`config.mk`:
```
export PLATFORM = sky130hd
export DESIGN_NAME = ffba_ctrl
export DESIGN_NICKNAME = d
export VERILOG_FILES = /design/src/sv/ffba_pkg.sv /design/src/sv/ffba_ctrl.sv
export SDC_FILE = /design/constraint.sdc
export NUM_CORES = 1
export LEC_CHECK = 0
export ABC_CLOCK_PERIOD_IN_PS = 4070
export BUFFER_PORTS_ARGS = -buffer_cell sky130_fd_sc_hd__buf_2
export CORE_MARGIN = 5
export CORE_UTILIZATION = 48
export CTS_CLUSTER_DIAMETER = 50
export DETAILED_ROUTE_END_ITERATION = 8
export PLACE_DENSITY = 0.82
export SYNTH_ARGS = -nofsm -noshare
export SYNTH_HDL_FRONTEND = slang
export SYNTH_SLANG_ARGS = --single-unit
```
`constraint.sdc`:
```
create_clock -name i_clk -period 4.07 [get_ports i_clk]
set_input_delay 0.2035 -clock i_clk [delete_from_list [all_inputs] [get_ports i_clk]]
set_output_delay 0.2035 -clock i_clk [all_outputs]
set_load 0.01 [all_outputs]
```
`src/sv/ffba_pkg.sv`:
```
// ============================================================================
// ffba_pkg - shared definitions for the first-fit block allocator
// Heap geometry, word layout, opcodes and the controller/datapath bundles.
// ============================================================================
`default_nettype none

package ffba_pkg;

    // Heap geometry, in 16-byte granules
    localparam int HEAP_GRANULES = 256;
    localparam int G_W    = $clog2(HEAP_GRANULES);      // granule index width
    localparam int SPAN_W = $clog2(HEAP_GRANULES + 1);  // block span in granules
    localparam int NXT_W  = SPAN_W + 1;                 // index + span sum
    localparam int WORD_W = SPAN_W + 1;                 // alloc bit + span

    // Request fields
    localparam int REQ_W     = 12;
    localparam int ADDR_W    = 12;
    localparam int NEED_W    = 9;       // (4088 + 8 + 15) / 16 = 256 granules
    localparam int REQ_MAX   = 4088;
    localparam int NEED_BIAS = 23;      // 8-byte header plus 15 for round-up
    localparam int FIT_W     = (SPAN_W > NEED_W) ? SPAN_W : NEED_W;
    localparam int CMP_W     = (G_W + 4 > ADDR_W) ? G_W + 4 : ADDR_W;

    // Opcodes and result codes
    localparam logic ACT_ALLOC = 1'b0;
    localparam logic ACT_FREE  = 1'b1;
    localparam logic ST_OK     = 1'b0;
    localparam logic ST_FAIL   = 1'b1;

    // One header word: allocated mark and size in granules
    typedef struct packed {
        logic              alloc;
        logic [SPAN_W-1:0] span;
    } t_word;

    // Controller to datapath
    typedef struct packed {
        logic take;      // latch the incoming item
        logic rd_first;  // point at granule 0 and read it
        logic scan_adv;  // step the search to the next block
        logic wr_init;   // write the single free block after reset
        logic wr_alloc;  // mark the found block allocated
        logic wr_split;  // write the free remainder header
        logic wr_free;   // clear the allocated mark
        logic m_first;   // merge walk: hold current word, read the next one
        logic m_adv;     // merge walk: slide the pair by one block
        logic wr_merge;  // join a free pair
        logic pass_set;  // first merge pass is done
        logic res_ok;    // record success
        logic res_fail;  // record failure
        logic out_load;  // move the result into the output register
    } t_cmd;

    // Datapath to controller
    typedef struct packed {
        logic in_free;   // incoming item is a free request
        logic in_big;    // incoming size is out of range
        logic is_free;   // latched item is a free request
        logic fit;       // block at r_g is free and large enough
        logic split;     // a remainder is left after the fit
        logic match;     // block at r_g has the requested user address
        logic end_g;     // no block follows r_g
        logic end_n;     // no block follows r_n
        logic both_free; // current and next block are both free
        logic pass_done; // second merge pass under way
        logic out_free;  // output register can take a result
    } t_sts;

endpackage

`default_nettype wire

```
`src/sv/ffba_ctrl.sv`:
```
// ============================================================================
// ffba_ctrl - allocator controller
// One-hot sequencer for search, split, free and the two merge passes.
// ============================================================================
`default_nettype none

module ffba_ctrl
    import ffba_pkg::*;
(
    input  wire logic i_clk,
    input  wire logic i_rst_n,
    input  wire logic i_in_valid,
    input  wire t_sts i_sts,
    output logic      o_in_ready,
    output t_cmd      o_cmd
);

    typedef enum logic [7:0] {
        S_INIT   = 8'b0000_0001,
        S_IDLE   = 8'b0000_0010,
        S_SCAN   = 8'b0000_0100,
        S_SPLIT  = 8'b0000_1000,
        S_MBEGIN = 8'b0001_0000,
        S_MCUR   = 8'b0010_0000,
        S_MNXT   = 8'b0100_0000,
        S_DONE   = 8'b1000_0000
    } t_state;

    t_state r_state;
    t_state n_state;

    // state register
    always_ff @(posedge i_clk) begin
        if (!i_rst_n) begin
            r_state <= S_INIT;
        end else begin
            r_state <= n_state;
        end
    end

    // next state and commands
    always_comb begin
        n_state    = r_state;
        o_cmd      = '0;
        o_in_ready = (r_state == S_IDLE);
        case (r_state)
            S_INIT: begin
                o_cmd.wr_init = 1'b1;
                n_state       = S_IDLE;
            end
            S_IDLE: begin
                if (i_in_valid) begin
                    o_cmd.take = 1'b1;
                    if (!i_sts.in_free && i_sts.in_big) begin
                        o_cmd.res_fail = 1'b1;
                        n_state        = S_DONE;
                    end else begin
                        o_cmd.rd_first = 1'b1;
                        n_state        = S_SCAN;
                    end
                end
            end
            S_SCAN: begin
                if (!i_sts.is_free && i_sts.fit) begin
                    o_cmd.wr_alloc = 1'b1;
                    o_cmd.res_ok   = 1'b1;
                    n_state        = i_sts.split ? S_SPLIT : S_DONE;
                end else if (i_sts.is_free && i_sts.match) begin
                    o_cmd.wr_free = 1'b1;
                    n_state       = S_MBEGIN;
                end else if (i_sts.end_g) begin
                    o_cmd.res_fail = 1'b1;
                    n_state        = S_DONE;
                end else begin
                    o_cmd.scan_adv = 1'b1;
                end
            end
            S_SPLIT: begin
                o_cmd.wr_split = 1'b1;
                n_state        = S_DONE;
            end
            S_MBEGIN: begin
                o_cmd.rd_first = 1'b1;
                n_state        = S_MCUR;
            end
            S_MCUR: begin
                if (i_sts.end_g) begin
                    o_cmd.pass_set = !i_sts.pass_done;
                    o_cmd.res_ok   = i_sts.pass_done;
                    n_state        = i_sts.pass_done ? S_DONE : S_MBEGIN;
                end else begin
                    o_cmd.m_first = 1'b1;
                    n_state       = S_MNXT;
                end
            end
            S_MNXT: begin
                if (i_sts.both_free || i_sts.end_n) begin
                    o_cmd.wr_merge = i_sts.both_free;
                    o_cmd.pass_set = !i_sts.pass_done;
                    o_cmd.res_ok   = i_sts.pass_done;
                    n_state        = i_sts.pass_done ? S_DONE : S_MBEGIN;
                end else begin
                    o_cmd.m_adv = 1'b1;
                end
            end
            S_DONE: begin
                if (i_sts.out_free) begin
                    o_cmd.out_load = 1'b1;
                    n_state        = S_IDLE;
                end
            end
            default: begin
                n_state = S_INIT;
            end
        endcase
    end

`ifndef NO_ASSERTIONS
    a_take_only_idle: assert property (@(posedge i_clk) disable iff (!i_rst_n)
        o_cmd.take |=> (r_state != S_IDLE))
        else $error("item taken without leaving idle");

    a_split_after_alloc: assert property (@(posedge i_clk) disable iff (!i_rst_n)
        o_cmd.wr_split |-> $past(o_cmd.wr_alloc))
        else $error("remainder written without an allocation");

    a_merge_after_free: assert property (@(posedge i_clk) disable iff (!i_rst_n)
        (r_state == S_MBEGIN && !i_sts.pass_done) |-> $past(o_cmd.wr_free))
        else $error("merge pass started without a free");
`endif

endmodule

`default_nettype wire

```
Yosys cells after proc, flatten, opt, wreduce, memory -nomap -nowiden
Cells that the tools add are included.
W data, S select, Z words.
{"block": "word_totals", "inputBits": 14, "word_cells": 62, "ff_bits": 8, "output_inout_bits": 15}
{"block": "op_classes", "n_reduce_logical": 8, "mux": 41, "eq_ne": 12}
{"operator": "$mux W8", "n": 10}
{"operator": "$pmux W8 S8", "n": 1}
{"operator": "$mux W1", "n": 22}
{"operator": "$eq A8 B1 Y1 const B", "n": 1}
{"operator": "$eq A8 B2 Y1 const B", "n": 1}
{"operator": "$eq A8 B3 Y1 const B", "n": 1}
{"operator": "$eq A8 B4 Y1 const B", "n": 1}
{"operator": "$eq A8 B5 Y1 const B", "n": 1}
{"operator": "$eq A8 B6 Y1 const B", "n": 1}
{"operator": "$eq A8 B7 Y1 const B", "n": 1}
{"operator": "$eq A8 B8 Y1 const B", "n": 1}
{"operator": "$mux W2", "n": 3}
{"operator": "$ne A2 B2 Y1 const B", "n": 3}
{"operator": "$pmux W1 S2", "n": 3}
{"operator": "$ne A4 B4 Y1 const B", "n": 1}
{"operator": "$reduce_and A4 Y1", "n": 1}
{"operator": "$logic_and A1 B1 Y1", "n": 3}
{"operator": "$logic_not A1 Y1", "n": 3}
{"operator": "$mux W3", "n": 1}
{"operator": "$pmux W1 S3", "n": 1}
{"operator": "$logic_or A1 B1 Y1", "n": 1}

Logic depth before layout (Yosys ltp)
{"block": "depth", "word_depth": 5, "mapped_depth": 6, "mapped_depth_nobuf": 6}

Worst setup path before layout
OpenSTA, ideal clock, no wires.
{"block": "synth_path", "path_type": "flip-flop to output port", "startpoint": "register r_state[6]", "endpoint": "output port o_cmd[12] (netlist name)", "path_stages_with_launch": 6, "path_slack_ns": 2.434, "t_required_ns": 3.867, "arrival_time_ns": 1.433, "n_path_buf": 0, "path_cell_list": "dfxtp_1 nor4_4 nand3_1 inv_1 nand2_1 o21ai_0"}
{"element": "start, declared", "line_no": "ffba_ctrl.sv:29", "source": "t_state r_state;"}
{"element": "start signal, assigned", "line_no": "ffba_ctrl.sv:37", "source": "r_state <= n_state;"}
{"element": "end, declared", "line_no": "ffba_ctrl.sv:15", "source": "output t_cmd o_cmd"}

==> impl_results.md <==
* Worst setup EP type: output pin
* # hold bufs at CTS at 0
* Clock Skew at 0.426 ps
* R2R depth at 5
* Overall die width at 46.1 um
* Core footprint at 1270 um^2
* FP Rows at 13
* Syn avg cell area at 7.46 um^2
* Share of post-route cells with drive strength above 1 at 0.313
* Most common cell in the netlist: nor2_1
* Antenna cells at 0
* Initial antenna violation count at 0
* Dominant cell type by area after synthesis: dfxtp_1
* Worst hold path type: in2reg
* CP Launch Point: r_state[0]
* Required @ worst endpoint at 3870 ps
* Die Y at 46.1 um
* Ys flop type: dfxtp_1
* Total gr overflow at 0
* DR WL/cell at 13.5 um
* PortBufs at 28
* Total vias in the final route at 734
* Wire length of the first global-routing pass at 2880 um
* Total die area at 2130 um^2
* Leakage at 0.427 nW
* Worst skew pair latency at 260 ps
* Final Setup Violations at 0
* DRT Wirelength at 1760 um
* Hold worst-path end: r_state[3]
* Setup TNS Final at 0 ps
* Vias in the first global route at 684
* Largest registers: r_state (8)
* Post-synth cell types at 28
* Most common library cells after synthesis: 17 x nor2_1, 8 x dfxtp_1, 8 x inv_1, 8 x nand2_1, 6 x nand4b_1
* Max transition margin at 0.745
* Vias per inst at 5.65
* DRC viols at 0
* Fin crit share at 0.526
* Post-synthesis async set-or-reset flop share at 0
* Placer congestion estimate at 0.813
* Gr usage total at 0.195
* Hold Fails Final Rpt at 0
* Slew at the pin with the worst max-slew slack at 380 ps
* Nets at 131
* Io pins at 29
* Cell count after synthesis at 84
* Largest cells by area after synthesis: dfxtp_1 26%, nor2_1 10%, nand4b_1 8.4%
* 1st-iter DRT viols at 11
* Crit path launch type: flip-flop
* CTS tree: built
* Post-CTS setup buffers at 0
* Fill cell count at 117
* Root buffer cell: clkbuf_4
* Largest net degree at the start of global routing at 8
* Longest Clk Path Bufs at 2
* Critical path arrival at 1940 ps
* Drt first pass iters at 4
* Clk slew on worst S/H paths at 60 ps
* Tightest hold margin at 180 ps
* Pwr dens at 283 nW/um^2
* Sequential area share after synthesis at 0.255
* Highest net fanout along the worst path at 6
* Hold path cells at 3
* Detail Placement HPWL at 1450 um
* Crit Path Class: reg2out
* Synth-to-Final Area Change at 28.9%
* Clock period minus worst slack at 2140 ps
* Post-synth EDFFs at 0
* Fmax at 0.467 GHz
* Hold_sp: i_sts[6]
* Max reg flops at 8
* CTS sink count at 8
* Syn. warnings at 0
* FF+latch count, synth at 8
* Largest Register: r_state
* Outcome: finished, final reports clean
* RSZ-0062 raised after global routing: false
* Crit Reg-Reg Startpoint: r_state[0]
* Critical R2R Capture: r_state[7]
* Synthesized area at 627 um^2
* CTS Buf Count at 3
* Max Slew Vio Count at 0
* Initial core utilization at 0.494
* Post-CTS Resized at 0
* CTS H-Tree Depth at 1
* Post-route ant nets at 0
* Flop2flop setup slack at 2270 ps
* Synth top area share at 0.255
* Number of max-cap violations at 0
* Syn nets at 98
* Max VDD drop at 0.191 mV
## cells in the final DEF, fill, tap and decap left out, drive strengths merged, types with 2 or more instances in the layout
cell    instances
o21ai           6
nor4b           2
nor2           17
and4b           2
nand3           4
nand4b          6
inv             8
nor2b           3
dfxtp           8
buf            28
a21oi           2
nand2           8
nand2b          2
nor4            3
clkbuf          3
## final cells by class
cell class	count	area, um^2	share of cell area
Clock buffer	3	22.5	0.0279
Inverter	8	30.0	0.0372
Multi-Input combinational cell	68	437	0.540
Sequential cell	8	160	0.198
Tap cell	15	18.8	0.0232
Timing Repair Buffer	28	140	0.173
## power by group
group          internal, mW  switching, mW
combinational        0.0310         0.0403
sequential           0.0839        0.00777
clock                0.0341         0.0319
## cells by family (layout without fill, tap and decap cells)
family          after synthesis  in the layout  synth area share
xor+xnor                      1              1            0.0140
mux                           1              1            0.0160
compound gates               15             15             0.170
simple gates                 51             51             0.497
flops                         8              8             0.255
buf+inv                       8             39            0.0479
## worst max-delay path: stages (launching register included)
cell	delay, ps
dfxtp_1	350
nor4_4	420
nand4b_1	330
o21ai_0	290
nor2b_1	150
buf_2	130
## layer usage
metal / routed length, um / vias to the layer above / global-route usage / share of wire
li1: - / 367 / - / -
met1: 786 / 335 / 0.244 / 0.45
met2: 805 / 28 / 0.302 / 0.46
met3: 107 / 4 / 0.0273 / 0.061
met4: 56 / 0 / 0.136 / 0.032
met5: 0 / - / 0 / 0
## worst max-delay path by stage
| stage | to | slack (ps) | depth (start not counted) |
|---|---|---|---|
| 4_1_cts | o_cmd[3] | 1920 | 5 |
| 5_1_grt | o_cmd[3] | 1740 | 5 |
| 3_3_place_gp | o_cmd[3] | 2260 | 5 |
| 6_report | o_cmd[3] | 1930 | 5 |
| 3_5_place_dp | o_cmd[3] | 2200 | 5 |
| 2_1_floorplan | o_cmd[12] | 2430 | 5 |
## per-stage QoR
step	setup slack [ps]	power [mW]	instances	cell area [um^2]	utilization
after floorplan	2430	0.140	84	627	-
after global placement	2260	0.163	127	786	0.619
after detailed placement	2200	0.165	127	786	0.619
after CTS	1920	0.229	130	808	0.637
after global routing	1740	0.241	130	808	0.637
final	1930	0.229	130	808	0.637
No activity file was read; power rests on OpenSTA's default activity.
