<file path="src/sv/ffba_pkg.sv">
// ============================================================================
// ffba_pkg - shared definitions for the first-fit block allocator
// Heap geometry, word layout, opcodes and the controller/datapath bundles.
// ============================================================================
`default_nettype none

package ffba_pkg;

    // Heap geometry, in 16-byte granules
    localparam int HEAP_GRANULES = 256;
    localparam int G_W    = $clog2(HEAP_GRANULES);      // granule index width
    localparam int SPAN_W = $clog2(HEAP_GRANULES + 1);  // block span in granules
    localparam int NXT_W  = SPAN_W + 1;                 // index + span sum
    localparam int WORD_W = SPAN_W + 1;                 // alloc bit + span

    // Request fields
    localparam int REQ_W     = 12;
    localparam int ADDR_W    = 12;
    localparam int NEED_W    = 9;       // (4088 + 8 + 15) / 16 = 256 granules
    localparam int REQ_MAX   = 4088;
    localparam int NEED_BIAS = 23;      // 8-byte header plus 15 for round-up
    localparam int FIT_W     = (SPAN_W > NEED_W) ? SPAN_W : NEED_W;
    localparam int CMP_W     = (G_W + 4 > ADDR_W) ? G_W + 4 : ADDR_W;

    // Opcodes and result codes
    localparam logic ACT_ALLOC = 1'b0;
    localparam logic ACT_FREE  = 1'b1;
    localparam logic ST_OK     = 1'b0;
    localparam logic ST_FAIL   = 1'b1;

    // One header word: allocated mark and size in granules
    typedef struct packed {
        logic              alloc;
        logic [SPAN_W-1:0] span;
    } t_word;

    // Controller to datapath
    typedef struct packed {
        logic take;      // latch the incoming item
        logic rd_first;  // point at granule 0 and read it
        logic scan_adv;  // step the search to the next block
        logic wr_init;   // write the single free block after reset
        logic wr_alloc;  // mark the found block allocated
        logic wr_split;  // write the free remainder header
        logic wr_free;   // clear the allocated mark
        logic m_first;   // merge walk: hold current word, read the next one
        logic m_adv;     // merge walk: slide the pair by one block
        logic wr_merge;  // join a free pair
        logic pass_set;  // first merge pass is done
        logic res_ok;    // record success
        logic res_fail;  // record failure
        logic out_load;  // move the result into the output register
    } t_cmd;

    // Datapath to controller
    typedef struct packed {
        logic in_free;   // incoming item is a free request
        logic in_big;    // incoming size is out of range
        logic is_free;   // latched item is a free request
        logic fit;       // block at r_g is free and large enough
        logic split;     // a remainder is left after the fit
        logic match;     // block at r_g has the requested user address
        logic end_g;     // no block follows r_g
        logic end_n;     // no block follows r_n
        logic both_free; // current and next block are both free
        logic pass_done; // second merge pass under way
        logic out_free;  // output register can take a result
    } t_sts;

endpackage

`default_nettype wire

</file>
<file path="src/sv/ffba_ram.sv">
// ============================================================================
// ffba_ram - generic single-write, single-read RAM
// One write port, one read port with registered read data.
// ============================================================================
`default_nettype none

module ffba_ram #(
    parameter int WIDTH = 8,
    parameter int DEPTH = 16
) (
    input  wire logic                     i_clk,
    input  wire logic                     i_we,
    input  wire logic [$clog2(DEPTH)-1:0] i_waddr,
    input  wire logic [WIDTH-1:0]         i_wdata,
    input  wire logic                     i_re,
    input  wire logic [$clog2(DEPTH)-1:0] i_raddr,
    output logic      [WIDTH-1:0]         o_rdata
);

    logic [WIDTH-1:0] r_mem [DEPTH];

    // write port
    always_ff @(posedge i_clk) begin
        if (i_we) begin
            r_mem[i_waddr] <= i_wdata;
        end
    end

    // registered read port
    always_ff @(posedge i_clk) begin
        if (i_re) begin
            o_rdata <= r_mem[i_raddr];
        end
    end

endmodule

`default_nettype wire

</file>
<file path="src/sv/ffba_dp.sv">
// ============================================================================
// ffba_dp - allocator datapath
// Header RAM, walk pointers, fit/match/merge arithmetic and result register.
// ============================================================================
`default_nettype none

module ffba_dp
    import ffba_pkg::*;
(
    input  wire logic              i_clk,
    input  wire logic              i_rst_n,
    input  wire t_cmd              i_cmd,
    input  wire logic              i_action,
    input  wire logic [REQ_W-1:0]  i_req_size,
    input  wire logic [ADDR_W-1:0] i_free_addr,
    input  wire logic              i_out_ready,
    output t_sts                   o_sts,
    output logic                   o_out_valid,
    output logic                   o_status,
    output logic      [ADDR_W-1:0] o_user_addr
);

    // latched item and walk state
    logic              r_action;
    logic [NEED_W-1:0] r_need;
    logic [ADDR_W-1:0] r_addr;
    logic [G_W-1:0]    r_g;
    logic [G_W-1:0]    r_n;
    logic [G_W-1:0]    r_split;
    logic [SPAN_W-1:0] r_rest;
    t_word             r_cur;
    logic              r_pass;
    logic              r_res_status;
    logic [ADDR_W-1:0] r_res_addr;
    logic              r_out_valid;
    logic              r_out_status;
    logic [ADDR_W-1:0] r_out_addr;

    // RAM ports
    logic              ram_we;
    logic [G_W-1:0]    ram_waddr;
    t_word             ram_wdata;
    logic              ram_re;
    logic [G_W-1:0]    ram_raddr;
    logic [WORD_W-1:0] ram_rdata;
    t_word             rd;

    // arithmetic
    logic [12:0]       n_sum;
    logic [NXT_W-1:0]  next_g;
    logic [NXT_W-1:0]  next_n;
    logic [FIT_W-1:0]  rest_full;
    logic [NXT_W-1:0]  join_sum;
    logic [G_W+3:0]    addr_full;

    ffba_ram #(
        .WIDTH (WORD_W),
        .DEPTH (HEAP_GRANULES)
    ) u_ram (
        .i_clk   (i_clk),
        .i_we    (ram_we),
        .i_waddr (ram_waddr),
        .i_wdata (ram_wdata),
        .i_re    (ram_re),
        .i_raddr (ram_raddr),
        .o_rdata (ram_rdata)
    );

    assign rd = t_word'(ram_rdata);

    // block walk arithmetic
    assign n_sum     = 13'(i_req_size) + 13'(NEED_BIAS);
    assign next_g    = NXT_W'(r_g) + NXT_W'(rd.span);
    assign next_n    = NXT_W'(r_n) + NXT_W'(rd.span);
    assign rest_full = FIT_W'(rd.span) - FIT_W'(r_need);
    assign join_sum  = NXT_W'(r_cur.span) + NXT_W'(rd.span);
    assign addr_full = {r_g, 4'h8};

    // status to the controller
    always_comb begin
        o_sts.in_free   = (i_action == ACT_FREE);
        o_sts.in_big    = (i_req_size > REQ_W'(REQ_MAX));
        o_sts.is_free   = (r_action == ACT_FREE);
        o_sts.fit       = !rd.alloc && (FIT_W'(rd.span) >= FIT_W'(r_need));
        o_sts.split     = (rest_full != '0);
        o_sts.match     = (CMP_W'(addr_full) == CMP_W'(r_addr));
        o_sts.end_g     = (rd.span == '0) || (next_g >= NXT_W'(HEAP_GRANULES));
        o_sts.end_n     = (rd.span == '0) || (next_n >= NXT_W'(HEAP_GRANULES));
        o_sts.both_free = !r_cur.alloc && !rd.alloc;
        o_sts.pass_done = r_pass;
        o_sts.out_free  = !r_out_valid || i_out_ready;
    end

    // RAM write port
    always_comb begin
        ram_we    = i_cmd.wr_init | i_cmd.wr_alloc | i_cmd.wr_split
                  | i_cmd.wr_free | i_cmd.wr_merge;
        ram_waddr = r_g;
        ram_wdata = rd;
        if (i_cmd.wr_init) begin
            ram_waddr = '0;
            ram_wdata = '{alloc: 1'b0, span: SPAN_W'(HEAP_GRANULES)};
        end else if (i_cmd.wr_split) begin
            ram_waddr = r_split;
            ram_wdata = '{alloc: 1'b0, span: r_rest};
        end else if (i_cmd.wr_alloc) begin
            ram_wdata.alloc = 1'b1;
            ram_wdata.span  = (rest_full != '0) ? SPAN_W'(r_need) : rd.span;
        end else if (i_cmd.wr_free) begin
            ram_wdata.alloc = 1'b0;
        end else if (i_cmd.wr_merge) begin
            ram_wdata = '{alloc: 1'b0, span: SPAN_W'(join_sum)};
        end
    end

    // RAM read port
    always_comb begin
        ram_re    = i_cmd.rd_first | i_cmd.scan_adv | i_cmd.m_first | i_cmd.m_adv;
        ram_raddr = '0;
        if (i_cmd.scan_adv || i_cmd.m_first) begin
            ram_raddr = next_g[G_W-1:0];
        end else if (i_cmd.m_adv) begin
            ram_raddr = next_n[G_W-1:0];
        end
    end

    // item latch
    always_ff @(posedge i_clk) begin
        if (i_cmd.take) begin
            r_action <= i_action;
            r_need   <= n_sum[12:4];
            r_addr   <= i_free_addr;
        end
    end

    // walk pointers
    always_ff @(posedge i_clk) begin
        if (i_cmd.rd_first) begin
            r_g <= '0;
        end else if (i_cmd.scan_adv) begin
            r_g <= next_g[G_W-1:0];
        end else if (i_cmd.m_adv) begin
            r_g <= r_n;
        end
        if (i_cmd.m_first) begin
            r_n <= next_g[G_W-1:0];
        end else if (i_cmd.m_adv) begin
            r_n <= next_n[G_W-1:0];
        end
        if (i_cmd.m_first || i_cmd.m_adv) begin
            r_cur <= rd;
        end
        if (i_cmd.wr_alloc) begin
            r_split <= r_g + G_W'(r_need);
            r_rest  <= SPAN_W'(rest_full);
        end
    end

    // merge pass flag
    always_ff @(posedge i_clk) begin
        if (!i_rst_n) begin
            r_pass <= 1'b0;
        end else if (i_cmd.take) begin
            r_pass <= 1'b0;
        end else if (i_cmd.pass_set) begin
            r_pass <= 1'b1;
        end
    end

    // pending result
    always_ff @(posedge i_clk) begin
        if (i_cmd.res_ok) begin
            r_res_status <= ST_OK;
            r_res_addr   <= (r_action == ACT_FREE) ? '0 : ADDR_W'(addr_full);
        end else if (i_cmd.res_fail) begin
            r_res_status <= ST_FAIL;
            r_res_addr   <= '0;
        end
    end

    // output register
    always_ff @(posedge i_clk) begin
        if (!i_rst_n) begin
            r_out_valid <= 1'b0;
        end else if (i_cmd.out_load) begin
            r_out_valid <= 1'b1;
        end else if (i_out_ready) begin
            r_out_valid <= 1'b0;
        end
    end

    always_ff @(posedge i_clk) begin
        if (i_cmd.out_load) begin
            r_out_status <= r_res_status;
            r_out_addr   <= r_res_addr;
        end
    end

    assign o_out_valid = r_out_valid;
    assign o_status    = r_out_status;
    assign o_user_addr = r_out_addr;

`ifndef NO_ASSERTIONS
    a_no_rw_same_addr: assert property (@(posedge i_clk) disable iff (!i_rst_n)
        !(ram_we && ram_re && ram_waddr == ram_raddr))
        else $error("header RAM read and write collide");

    a_fail_addr_zero: assert property (@(posedge i_clk) disable iff (!i_rst_n)
        (o_out_valid && o_status == ST_FAIL) |-> (o_user_addr == '0))
        else $error("failed item carries a nonzero address");

    a_split_nonempty: assert property (@(posedge i_clk) disable iff (!i_rst_n)
        i_cmd.wr_split |-> (r_rest != '0))
        else $error("split writes an empty remainder");

    a_load_when_free: assert property (@(posedge i_clk) disable iff (!i_rst_n)
        i_cmd.out_load |-> (!r_out_valid || i_out_ready))
        else $error("output register overwritten before it was taken");
`endif

endmodule

`default_nettype wire

</file>
<file path="config.mk">
export PLATFORM = sky130hd
export DESIGN_NAME = ffba_dp
export DESIGN_NICKNAME = d
export VERILOG_FILES = /design/src/sv/ffba_pkg.sv /design/src/sv/ffba_ram.sv /design/src/sv/ffba_dp.sv
export SDC_FILE = /design/constraint.sdc
export NUM_CORES = 2
export LEC_CHECK = 0
export ABC_AREA = 1
export BUFFER_PORTS_ARGS = -buffer_cell sky130_fd_sc_hd__buf_2
export CAP_MARGIN = 10
export CORE_UTILIZATION = 50
export DETAILED_ROUTE_END_ITERATION = 7
export PLACE_DENSITY_LB_ADDON = 0.08
export SYNTH_ARGS = -nofsm -noshare
export SYNTH_HDL_FRONTEND = slang
export SYNTH_HIERARCHICAL = 1
export SYNTH_SLANG_ARGS = --single-unit
</file>
<file path="constraint.sdc">
create_clock -name i_clk -period 13.75 [get_ports i_clk]
set_clock_uncertainty 0.2 [all_clocks]
set_input_delay 0.6875 -clock i_clk [delete_from_list [all_inputs] [get_ports i_clk]]
set_output_delay 0.6875 -clock i_clk [all_outputs]
set_load 0.005 [all_outputs]
</file>
Word-level counts from Yosys, hierarchy flattened
Memory sizes are Yosys's and may differ from the RTL's. A register that Yosys moved wholly into a read port is not among the register bits.
Index checks and enable logic that the tools add are counted.
- $lt $le $gt $ge: 4
- add/subtract/negate cells: 6
- multiplexer cells: 22
- equality and inequality tests: 1
- bitwise operators: 8
- reduce and logical (&&, ||, !) cells: 17
- operators by type and width (kind ; number):
    2-to-1 mux 8 bit ; 8
    2-to-1 mux 10 bit ; 4
    2-to-1 mux 12 bit ; 3
    adder 8 x 9 -> 10 bit ; 2
    greater-or-equal comparator 10 x 9 -> 1 bit (second input constant) ; 2
    2-to-1 mux 9 bit ; 2
    adder 12 x 5 -> 13 bit (second input constant) ; 1
    equality test 12 bit ; 1
    greater-than comparator 12 bit (second input constant) ; 1
    adder 9 bit ; 1
    greater-or-equal comparator 9 bit ; 1
    logical NOT 9 bit ; 1
    nonzero test 9 bit ; 1
    subtractor 9 bit ; 1
    adder 8 bit ; 1
    nonzero test 2 bit ; 4
    bitwise OR 1 bit ; 7
    logical OR 1 bit ; 5
    2-to-1 mux 1 bit ; 5
    logical NOT 1 bit ; 3
    logical AND 1 bit ; 2
    OR reduction 2 bit ; 1
    inverter 1 bit ; 1
- input bits: 42
- word-level logic and storage cells: 74
- RAM bits: 2560
- memories: 1
- flip-flop bits (word level): 93
- output and inout port bits: 25
- memory list (name ; words ; width ; rd ports ; clocked after memory_dff ; write ports ; RTL line ; source):
    u_ram.r_mem ; 256 ; 10 ; 1 ; 1 ; 1 ; ffba_ram.sv:20 ; logic [WIDTH-1:0] r_mem [DEPTH];

Longest topological paths before layout
- depth after elaboration: 6
- depth in mapped cells: 20
- mapped depth without buffers: 18

By module
Netlist, hierarchy kept.
- modules (own cells, without submodules) (module ; cells each ; area an instance (µm²) ; seq. area each (µm²) ; instances):
    ffba_ram ; 8656 ; 103818.3 ; 77174.0 ; 1
    ffba_dp ; 687 ; 5823.1 ; 2502.4 ; 1

Worst setup path after synthesis
Ideal clock, no wire load.
- kind: input -> register
- start: input port i_cmd[8] in the netlist's numbering
- end: memory u_ram/r_mem[0][9] in the netlist's numbering, data pin
- arrival time: 10.475 ns
- buffers on the path: 0
- setup time: 2.105 ns
- setup slack: 0.970 ns
- cell stages on the path: 1
- data required time: 11.445 ns
- path through: nor3_1
- word-level cells in the longest chain between the ends: 2
- RTL lines (item ; RTL line ; source):
    from (decl) ; ffba_dp.sv:12 ; input wire t_cmd i_cmd,
    2-to-1 mux 10 bit ; ffba_dp.sv:103 ; end else if (i_cmd.wr_split) begin
    2-to-1 mux 10 bit ; ffba_dp.sv:100 ; if (i_cmd.wr_init) begin
    to (decl) ; ffba_ram.sv:20 ;
Every way passes these cells.

Worst setup path in the final report
- start: input port i_cmd[6] in the netlist's numbering
- end: register u_ram.o_rdata[8], read port of u_ram.r_mem, data pin
- word-level cells in the longest chain between the ends: 2
- elaborated cells on any way between the ends: 4
- classes of those cells: mux: 1; bitwise: 2; reduce/logical: 1
- RTL lines (item ; RTL line ; source):
    logical OR 1 bit ; ffba_dp.sv:120 ; if (i_cmd.scan_adv || i_cmd.m_first) begin
    2-to-1 mux 8 bit ; ffba_dp.sv:120 ;
    named net ram_raddr[0] ; ffba_dp.sv:44 ; logic [G_W-1:0] ram_raddr;
    to (decl) ; ffba_ram.sv:17 ; output logic [WIDTH-1:0] o_rdata
The timed path passes the listed nets, and every way through them passes these cells.
A chain may end at the register's enable or synchronous reset.

==> results.ini <==
[sta]
fin_crit_ns = 7.55
slew_headroom_pct = 7.52
fin_hold_ws_ns = 0.0620
rsz0062_at_grt = no
max_freq_mhz = 132
hold_violations = 0
setup_tns_ns = 0
tightest_slew_ns = 1.39
setup_viol = 0
period_share_pct = 54.9
slew_viol_final = 0

[floorplan]
start_util_pct = 50.4
coreArea_mm2 = 0.218
row_count = 171
die_x_um = 470
dieArea_mm2 = 0.221
fp.dieH_um = 470
io_pins = 67

[global_route]
grt_max_degree = 216
gr-usage-all-layers_pct = 28.9
grt_pass1_vias = 68500
antenna_found_initial = 14
grt-ovfl-total = 0
grt_pass1_wl_um = 473000

[cells_and_area]
final_layout_size_suffix_gt1_share_pct = 6.90
nets = 9382
fin_area_mm2 = 0.122
fin_util_pct = 55.8
synthToLayoutAreaGrowth_pct = 10.8
n_fill_cell = 18200

[worst_setup_path]
start_kind = primary input
worstSetupPathType = primary input to register
slowest_stage = buf_4
crit_required_ns = 14.33
cp_max_fo = 215
crit_arrival_ns = 8.13
crit_buf_inv = 8
crit_path_end_kind = register
cp_top_family = buffers and inverters
cpPeakStageDelay_ns = 0.89
cp_cell_sequence = dlygate4sd3_1 > buf_2 > nor2_1 > inv_1 > nor2_1 > inv_1 > o22ai_4 > buf_12 > buf_4 > buf_4 > buf_4 > nand2_1 > nand3_1 > nand3_1 > nand3_1 > nand3_1 > nand3_1 > nand3_1 > nand2_1 > nand2_1 > nand2_1
cpMostUsedCell = nand3_1

[yosys]
synth_area_leaders = edfxtp_1 72%, nand3_1 12%, nand2_1 9.5%
yosysTopAreaCell = edfxtp_1
yosys_warnings = 6
synthFlopType = edfxtp_1
ys_top_cells_by_count = 2,782 x nand2_1, 2,646 x edfxtp_1, 2,575 x nand3_1
synthArstFlopShare_pct = 0
syn-cell-area_mm2 = 0.110
synth_cell_types = 45
syn_avg_cell_area_um2 = 11.7
synth_top_area_share_pct = 72.5
yosys_register_bits = 2657
synth_most_common_cell = nand2_1
syn_inst = 9343
synth_edf_count = 2646
ys_seq_area_share_pct = 72.7

[drt]
drtPass1Iterations = 6
drt_iter0_markers = 9467
post_drt_wl_per_cell_um = 26.2
ant_nets = 0
num_vias = 73400
vias_per_cell = 5.94
drt_wl_total_um = 324000
drc = 0

[clock_tree]
cts_resized = 0
cts.sinks = 2657
cts_buffers = 297
clock_latency_ns = 0.94
clock_path_buffers = 4
root_buffer = clkbuf_16
cts.htree.levels = 5
clkTransAtPathRegs_ns = 0.06
cts_tree = built

[pwr]
netSwitchingPower_mw = 14.3
pwr-share-clk_pct = 23.7
combPwrFrac_pct = 46.1
powerDensity_mw_per_mm2 = 261
switching_share_pct = 45.1
p_leak_nw = 43.0
internal-power_mw = 17.4
ir_worst_vdd_v = 0.000408
p_seq_share_pct = 30.2
p_total_mw = 31.7

[placed_design]
placed_area_mm2 = 0.112
portBuffers = 63
dp_hpwl_um = 179000
gp_congestion = 0.869

[run_status]
status = completed

[job]
maxCapViolCount = 0

[min_path]
hold_class = primary input to register

==> cells by family (layout without fill, tap and decap cells) <==
logic type	Yosys count	after routing	synth area share, %
adders and majority gates	45	45	0.548
other	1	7	0.00342
xor gates and xnor gates	25	25	0.200
AOI/OAI and AO/OA	130	130	0.673
and+or+nand+nor	5726	5726	22.7
buffers and inverters	759	907	3.21
DFF	2657	2657	72.7
==> what timing repair did <==
item / in CTS / in global routing
hold buffers: 43 / 0
buffers inserted: 0 / 0
hold endpoints to repair: 59 / 0
==> flip-flops by register name, summed over array words and instances (netlist names) <==
signal and count:
r_cur 10, r_n 8, r_split 8, u_ram/o_rdata 10
r_addr 12, o_status 1, r_g 8, r_res_status 1
o_out_valid 1, r_need 9, r_rest 9, u_ram/r_mem 2560
r_res_addr 9, r_pass 1, o_user_addr 9, r_action 1
==> layout make-up <==
cell class	count	area, um2	area share [%]
antenna	4	10.0	0.00824
clock buffer	371	7840	6.45
clock inverter	126	1120	0.919
inverter	148	584	0.481
multi-input combinational	5929	26700	21.9
sequential	2657	79700	65.6
tap	2854	3570	2.94
timing repair buffer	262	2070	1.70
==> layer usage <==
metal | wire length [um] | vias up | GRT usage, %
met3 | 27500 | 556 | 4.32
li1 | - | 33000 | -
met1 | 136000 | 36400 | 41.8
met2 | 150000 | 3400 | 44.7
met4 | 11000 | 2 | 9.87
met5 | 29 | - | 0
==> worst paths after layout <==
check	startpoint	to	slack [ns]	cells past startpoint
max	i_cmd[6]	u_ram/o_rdata[8]	6.20	21
min	i_cmd[13]	r_addr[8]	0.06	1
max reg2reg	u_ram/o_rdata[0]	u_ram/o_rdata[0]	6.79	16
min reg2reg	r_res_addr[4]	o_user_addr[4]	0.22	0
==> placed cells by master, fill, tap and decap left out, drive strengths merged <==
cell type / n
nand2: 2792
edfxtp: 2646
nand3: 2579
clkbuf: 371
nor2: 332
buf: 219
inv: 154
clkinv: 97
a21oi: 58
dlygate4sd3: 43
o21ai: 42
ha: 40
xor2: 21
bufinv: 20
dfxtp: 11
o21bai: 8
a31oi: 8
nor3: 7
nor4: 5
fa: 5
or2: 5
o22ai: 5
diode: 4
nand4: 4
xnor2: 4
conb: 3
clkinvlp: 3
o221ai: 2
or3: 1
a21o: 1
a21boi: 1
nand3b: 1
a221oi: 1
a211oi: 1
o2111ai: 1
o311ai: 1
o211ai: 1
==> power groups by stage <==
| stage | logic [mW] | registers, mW | clock network [mW] |
|---|---|---|---|
| final | 14.6 | 9.56 | 7.50 |
| after floorplan | 8.98 | 9.84 | 0 |
| after global routing | 15.6 | 9.57 | 7.90 |
| after detailed placement | 14.4 | 9.73 | 0 |
| after global placement | 14.4 | 9.72 | 0 |
| after CTS | 14.5 | 9.56 | 7.59 |
==> through the flow <==
| stage | cells | worst slack, ns |
|---|---|---|
| after global routing | 12300 | 5.86 |
| after CTS | 12300 | 6.49 |
| final | 12400 | 6.20 |
| after global placement | 11800 | 6.28 |
| after floorplan | 9345 | 0.970 |
| after detailed placement | 11800 | 6.11 |
==> worst reg2reg max path, stage by stage (launching register included) <==
cell and delay (ns):
edfxtp_1 0.60, ha_1 0.32, fa_1 0.53, inv_1 0.10, o22ai_4 0.20, buf_12 0.75
buf_12 0.79, buf_4 1.09, nand3_1 0.37, nand3_1 0.17, nand3_1 0.18, nand3_1 0.27
nand3_1 0.28, nand3_1 0.27, nand2_1 0.09, nand2_1 0.34, nand2_1 0.15
(Power assumes the default switching activity.)
